===== src/design/spl_pkg.sv =====
// ----------------------------------------------------------------------------
// Speed limiter package
// Widths, latencies and fixed-point constants of the speed limiter.
// ----------------------------------------------------------------------------
package spl_pkg;

   localparam int SPEED_W    = 16;
   localparam int DIV_STEPS  = 25;
   localparam int SQRT_STEPS = 13;
   localparam int LOG_STEPS  = 16;
   localparam int CURV_LAT   = DIV_STEPS + SQRT_STEPS;
   localparam int DEV_LAT    = LOG_STEPS + 2;
   localparam int DEV_PAD    = CURV_LAT - DEV_LAT;

   localparam logic [DIV_STEPS-1:0] K1_CURV  = 25'd26843546;
   localparam logic [19:0]          C0_LOG   = 20'd568726;
   localparam longint               A0_BASE  = 312388;
   localparam logic signed [39:0]   A0_TERM  = 40'(A0_BASE * 65536);
   localparam logic signed [17:0]   B0_SLOPE = 18'sd65609;

endpackage


===== src/design/spl_curv_ceiling.sv =====
// ----------------------------------------------------------------------------
// Speed limiter curvature ceiling
// Pipelined restoring divide of the gain by the curvature change, one
// quotient bit per stage, then a pipelined square root, one bit per stage.
// ----------------------------------------------------------------------------
module spl_curv_ceiling import spl_pkg::*; (
   input  logic                  clock,
   input  logic                  en,
   input  logic [15:0]           d_i,
   output logic [SQRT_STEPS-1:0] lim_o
);

   logic [15:0]             dd_ff  [DIV_STEPS];
   logic [15:0]             rem_ff [DIV_STEPS];
   logic [DIV_STEPS-1:0]    q_ff   [DIV_STEPS];
   logic [2*SQRT_STEPS-1:0] x_ff   [SQRT_STEPS];
   logic [SQRT_STEPS+1:0]   sr_ff  [SQRT_STEPS];
   logic [SQRT_STEPS-1:0]   rt_ff  [SQRT_STEPS];

   for (genvar i = 0; i < DIV_STEPS; i++) begin : g_div
      logic [15:0]          d_prev;
      logic [15:0]          rem_prev;
      logic [DIV_STEPS-1:0] q_prev;
      logic [16:0]          r;
      logic                 ge;

      if (i == 0) begin : g_first
         assign d_prev   = d_i;
         assign rem_prev = '0;
         assign q_prev   = '0;
      end else begin : g_next
         assign d_prev   = dd_ff[i-1];
         assign rem_prev = rem_ff[i-1];
         assign q_prev   = q_ff[i-1];
      end

      assign r  = {rem_prev, K1_CURV[DIV_STEPS-1-i]};
      assign ge = r >= {1'b0, d_prev};

      always_ff @(posedge clock) begin
         if (en) begin
            dd_ff[i]  <= d_prev;
            rem_ff[i] <= ge ? 16'(r - {1'b0, d_prev}) : r[15:0];
            q_ff[i]   <= {q_prev[DIV_STEPS-2:0], ge};
         end
      end
   end

   for (genvar j = 0; j < SQRT_STEPS; j++) begin : g_sqrt
      logic [2*SQRT_STEPS-1:0] x_prev;
      logic [SQRT_STEPS+1:0]   rem_prev;
      logic [SQRT_STEPS-1:0]   root_prev;
      logic [SQRT_STEPS+3:0]   nr;
      logic [SQRT_STEPS+3:0]   trial;
      logic                    ge;

      if (j == 0) begin : g_first
         assign x_prev    = {1'b0, q_ff[DIV_STEPS-1]};
         assign rem_prev  = '0;
         assign root_prev = '0;
      end else begin : g_next
         assign x_prev    = x_ff[j-1];
         assign rem_prev  = sr_ff[j-1];
         assign root_prev = rt_ff[j-1];
      end

      assign nr    = {rem_prev, x_prev[2*SQRT_STEPS-1-2*j -: 2]};
      assign trial = {2'b00, root_prev, 2'b01};
      assign ge    = nr >= trial;

      always_ff @(posedge clock) begin
         if (en) begin
            x_ff[j]  <= x_prev;
            sr_ff[j] <= ge ? (SQRT_STEPS+2)'(nr - trial) : nr[SQRT_STEPS+1:0];
            rt_ff[j] <= {root_prev[SQRT_STEPS-2:0], ge};
         end
      end
   end

   assign lim_o = rt_ff[SQRT_STEPS-1];

endmodule


===== config.mk =====
export PLATFORM = sky130hd
export DESIGN_NAME = spl_curv_ceiling
export DESIGN_NICKNAME = d
export VERILOG_FILES = /design/src/design/spl_pkg.sv /design/src/design/spl_curv_ceiling.sv
export SDC_FILE = /design/constraint.sdc
export NUM_CORES = 2
export LEC_CHECK = 0
export BUFFER_PORTS_ARGS = -buffer_cell sky130_fd_sc_hd__buf_2
export CAP_MARGIN = 5
export CORE_MARGIN = 10
export CORE_UTILIZATION = 53
export DETAILED_ROUTE_END_ITERATION = 7
export PLACE_DENSITY_LB_ADDON = 0.05
export SKIP_CTS_REPAIR_TIMING = 1
export SLEW_MARGIN = 20
export SYNTH_ARGS = -nofsm -noshare
export SYNTH_HDL_FRONTEND = slang
export SYNTH_SLANG_ARGS = --single-unit

===== constraint.sdc =====
create_clock -name clock -period 9.6 [get_ports clock]
set_input_delay 0.96 -clock clock [delete_from_list [all_inputs] [get_ports clock]]
set_output_delay 0.96 -clock clock [all_outputs]
set_load 0.005 [all_outputs]

=== After elaboration in Yosys (flattened, before gate mapping) ===
Memories as Yosys holds them, arrays and structs flattened.
Index checks and enable logic that the tools add are counted.

* Memories kept: 6
* Register bits after elaboration: 0
* Output and inout bits: 13
* Input port bits: 18
* RAM bits: 2127
* Word-level logic and storage cells: 122

{| class="wikitable"
|+ Memory list
! memory !! words !! bits a word !! read ports !! clocked after Yosys merged registers in !! wr ports !! line !! RTL
|-
| q_ff || 25 || 25 || 25 || 0 || 25 || spl_curv_ceiling.sv:15 || <nowiki>logic [DIV_STEPS-1:0] q_ff [DIV_STEPS];</nowiki>
|-
| dd_ff || 25 || 16 || 24 || 0 || 25 || spl_curv_ceiling.sv:13 || <nowiki>logic [15:0] dd_ff [DIV_STEPS];</nowiki>
|-
| rem_ff || 25 || 16 || 24 || 0 || 25 || spl_curv_ceiling.sv:14 || <nowiki>logic [15:0] rem_ff [DIV_STEPS];</nowiki>
|-
| x_ff || 13 || 26 || 12 || 0 || 13 || spl_curv_ceiling.sv:16 || <nowiki>logic [2*SQRT_STEPS-1:0] x_ff [SQRT_STEPS];</nowiki>
|-
| sr_ff || 13 || 15 || 12 || 0 || 13 || spl_curv_ceiling.sv:17 || <nowiki>logic [SQRT_STEPS+1:0] sr_ff [SQRT_STEPS];</nowiki>
|-
| rt_ff || 13 || 13 || 13 || 0 || 13 || spl_curv_ceiling.sv:18 || <nowiki>logic [SQRT_STEPS-1:0] rt_ff [SQRT_STEPS];</nowiki>
|}

* Magnitude comparators: 38
* Muxes and demuxes: 40
* $add $sub $neg: 38

{| class="wikitable"
|+ Operators with widths
! kind !! number
|-
| $ge 17x16->1 || 24
|-
| $mux 16 || 25
|-
| $sub 16x16->16 || 24
|-
| $ge 17x15->1 || 12
|-
| $mux 15 || 13
|-
| $sub 15x15->15 || 12
|-
| $ge 1x16->1 const A || 1
|-
| $sub 1x16->16 const A || 1
|-
| $mux 1 || 2
|-
| $sub 1x1->2 const B || 1
|-
| $ge 1x1->1 const B || 1
|}

=== Depth between registers and ports, before layout ===
An unclocked memory read counts as a cell.

* Depth in word-level cells: 3
* Gate-level depth with buffers: 14
* Mapped depth without buffers: 12

=== Worst setup path before layout ===
OpenSTA, ideal clock, no wires.

* Kind: reg-to-reg
* Start point: mem rem_ff[16][0] (netlist: rem_ff[2][0])
* End point: mem rem_ff[17][8] (netlist: rem_ff[2][24]) (data pin)
* Path buffers: 1
* Stages on the path, launching flop included: 13
* Required time: 9340 ps
* Slack: 6486 ps
* Period minus slack after synthesis: 3114 ps
* Arrival time: 2854 ps
* Cells stage by stage: edfxtp_1 inv_1 ha_1 inv_1 fa_1 a211oi_1 o2111ai_1 a221oi_1 and2b_1 o221ai_1 a21oi_2 buf_4 mux2_2

{| class="wikitable"
|+ RTL lines
! element !! line
|-
| start: declaration || spl_curv_ceiling.sv:14
|}

==> results by group <==
Run status
  • Status: finished clean

Detailed routing
  • Drt total wl: 130,000 um
  • Via count: 42,290
  • Vias/cell: 5.486
  • DR DRC count: 0
  • Final ANT Viol Nets: 0
  • First DRT Iteration DRCs: 2,461
  • Avg WL per Cell: 16.86 um
  • Drt first pass iters: 5

STA
  • Setup-failing EPs final: 0
  • Fin crit period: 3.627 ns
  • Final Hold Viols: 0
  • FMAX: 275.7 MHz
  • Fin crit share: 0.3778
  • Setup TNS: 0 ns
  • Worst slew pin tran: 1.106 ns
  • Max-slew violations: 0
  • Clock skew: 0.01898 ns
  • RSZ-0062 raised after global routing: no
  • Worst rel slew slack: 0.2626

Final layout
  • Area Growth Syn to Fin: 10.46%
  • Nets: 6,317
  • Antenna cells: 0
  • Commonest non-fill, non-tap cell in the layout: edfxtp_1
  • Non-Filler Instances: 7,710
  • Share of cells above drive strength 1: 0.08062
  • Most frequent cells in the layout: 1,502 x edfxtp_1, 590 x inv_1, 475 x ha_1, 400 x nand2_1, 356 x o21ai_0
  • Final instance area: 0.08023 mm2

Synthesis
  • Area leader, netlist: edfxtp_1
  • Sequential share of the synthesized area: 0.6210
  • Synthesized netlist cell count: 5,666
  • Top FF cell, synth: edfxtp_1
  • Syn_nets: 6,182
  • Syn Area/Cell: 12.82 um2
  • Register bit total from synthesis: 1,502
  • Area contributors post-synth: edfxtp_1 62%, ha_1 8.2%, inv_1 3.0%, o21ai_0 2.5%, xnor2_1 2.4%
  • Share of the synthesized area in the top cell type: 0.6210
  • Asr flop ratio synth: 0
  • Yosys cell types: 78
  • Cell Area, Synth: 0.07263 mm2
  • Post-synth EDFFs: 1,502
  • Ys Warns: 0

Critical path
  • Crit-path leading delay family: compound AO/OA/AOI/OAI gates
  • CP endpoint kind: register
  • Biggest cell delay along the critical path: 0.72 ns
  • Critical path arrival: 4.14 ns
  • Slowest cell on crit path: o21a_1
  • Most used cell along the critical path: inv_1
  • Crit path kind: register to register
  • Startpoint types: register
  • CP max FO: 29
  • Req. time, crit path: 10.11 ns
  • WP buf/inv: 2
  • Cells along the critical path: inv_1, ha_1, inv_1, fa_1, a21o_1, nand4_1, a31oi_1, a41o_1, a211oi_1, o21a_1, mux2_2

Floorplan
  • DIE HEIGHT: 390.2 um
  • Core area: 0.1358 mm2
  • IO Count: 31
  • Die width: 390.2 um
  • Initial core utilization: 0.5348
  • Die ar.: 0.1522 mm2
  • Cell row count: 135

Pwr
  • Pwr Density: 297.8 mW/mm2
  • VDD IR-drop max: 0.2011 mV
  • Pleak: 31.52 nW

Clock tree
  • H-Tree Level Count: 4
  • Root Driver: clkbuf_16
  • Worst skew pair latency: 0.77 ns
  • Max clock buf depth: 3
  • Num CTS Buffers: 163
  • CTS Sinks: 1,502
  • CTS tree: yes
  • Clock-pin slew on the worst setup and hold paths: 0.06 ns

Placed design
  • Count of buffers from port buffering: 30
  • Gp weighted congestion: 0.8798
  • Placed Area: 0.07492 mm2
  • Dpl cells: 7,417
  • Post-detail-place hpwl: 92,250 um

GRT
  • Initial antenna violation count: 1
  • Largest net degree at the start of global routing: 190
  • Gr busiest metal: met2
  • Tot GR Track Use: 0.1692
  • Met3 Usage GRT: 0.02756
  • Vias in the first global route: 41,410
  • First-pass GRT wire length: 210,900 um
  • Met2 Resource Use GR: 0.2992
  • GRT met1 Usage: 0.2089
  • GR Overflow Total: 0

Min path
  • Hold Crit Class: input port to register

Flow run
  • Max_cap viols: 0
layout make-up:
class                      instances  area, um2
inverter                         592       2222
multi-input combinational       3492      25020
tap                             1781       2228
sequential                      1502      45100
clock buffer                     191       4205
fill                           10790      55580
timing repair buffer              50      365.4
clock inverter                   102       1086
sequential cells by signal, indices dropped and copies added (netlist names):
register,flops
dd_ff,384
q_ff,325
sr_ff,162
x_ff,158
rem_ff,384
rt_ff,89
power by group:
group / internal, mW / switching [mW] / total, mW
sequential: 9.08 / 0.706 / 9.79
combinational: 3.62 / 4.34 / 7.96
clock: 3.61 / 2.53 / 6.14
synth_stat cells (all sizes together), types with 50 or more instances:
cell type  count
a211oi        63
a21o         116
a21oi        307
clkbuf        50
edfxtp      1502
ha           475
inv          592
mux2         132
nand2        400
nand2b        64
nand3         51
nand4         60
nor2         292
nor2b         59
nor3         118
o21a          97
o21ai        359
o31ai         56
xnor2        199
xor2         150
worst paths after layout:
kind / slack (ns) / depth (start not counted) / from / endpoint
worst max-delay path: 5.97 / 11 / rem_ff[0][48] / rem_ff[0][66]
worst min-delay path: 0.38 / 1 / d_i[14] / dd_ff[0][14]
worst max register to register: 5.97 / 11 / rem_ff[0][48] / rem_ff[0][66]
worst min register to register: 0.41 / 0 / x_ff[0][141] / x_ff[0][167]
through the flow:
stage          utilization  worst slack [ns]  hold slack [ns]  power [mW]
6_report            0.5908             5.973           0.3806       23.89
5_1_grt             0.5908             5.680           0.3338       25.55
4_1_cts             0.5906             5.898           0.3133       24.11
3_5_place_dp        0.5517             5.767           0.4045       17.84
3_3_place_gp        0.5517             5.815           0.4005       17.69
2_1_floorplan            -             6.486           0.4003       15.97
layer usage:
layer | wire length, um | share of wire
met5 | 0 | 0
met3 | 4516 | 0.035
met4 | 3996 | 0.031
met2 | 66140 | 0.51
met1 | 55330 | 0.43
logic make-up (layout without fill, tap and decap cells):
logic type | count (synthesis) | count (layout) | share of synthesized area
xor gates and xnor gates | 349 | 349 | 0.04209
buffers and inverters | 672 | 935 | 0.03521
AOI/OAI and AO/OA | 1234 | 1234 | 0.1072
DFF | 1502 | 1502 | 0.6210
other | 1 | 1 | 0.00005163
muxes | 150 | 150 | 0.02295
and+or+nand+nor | 1260 | 1260 | 0.08336
adders and majority gates | 498 | 498 | 0.08817
Note: power is estimated with default switching activity, not from simulation.
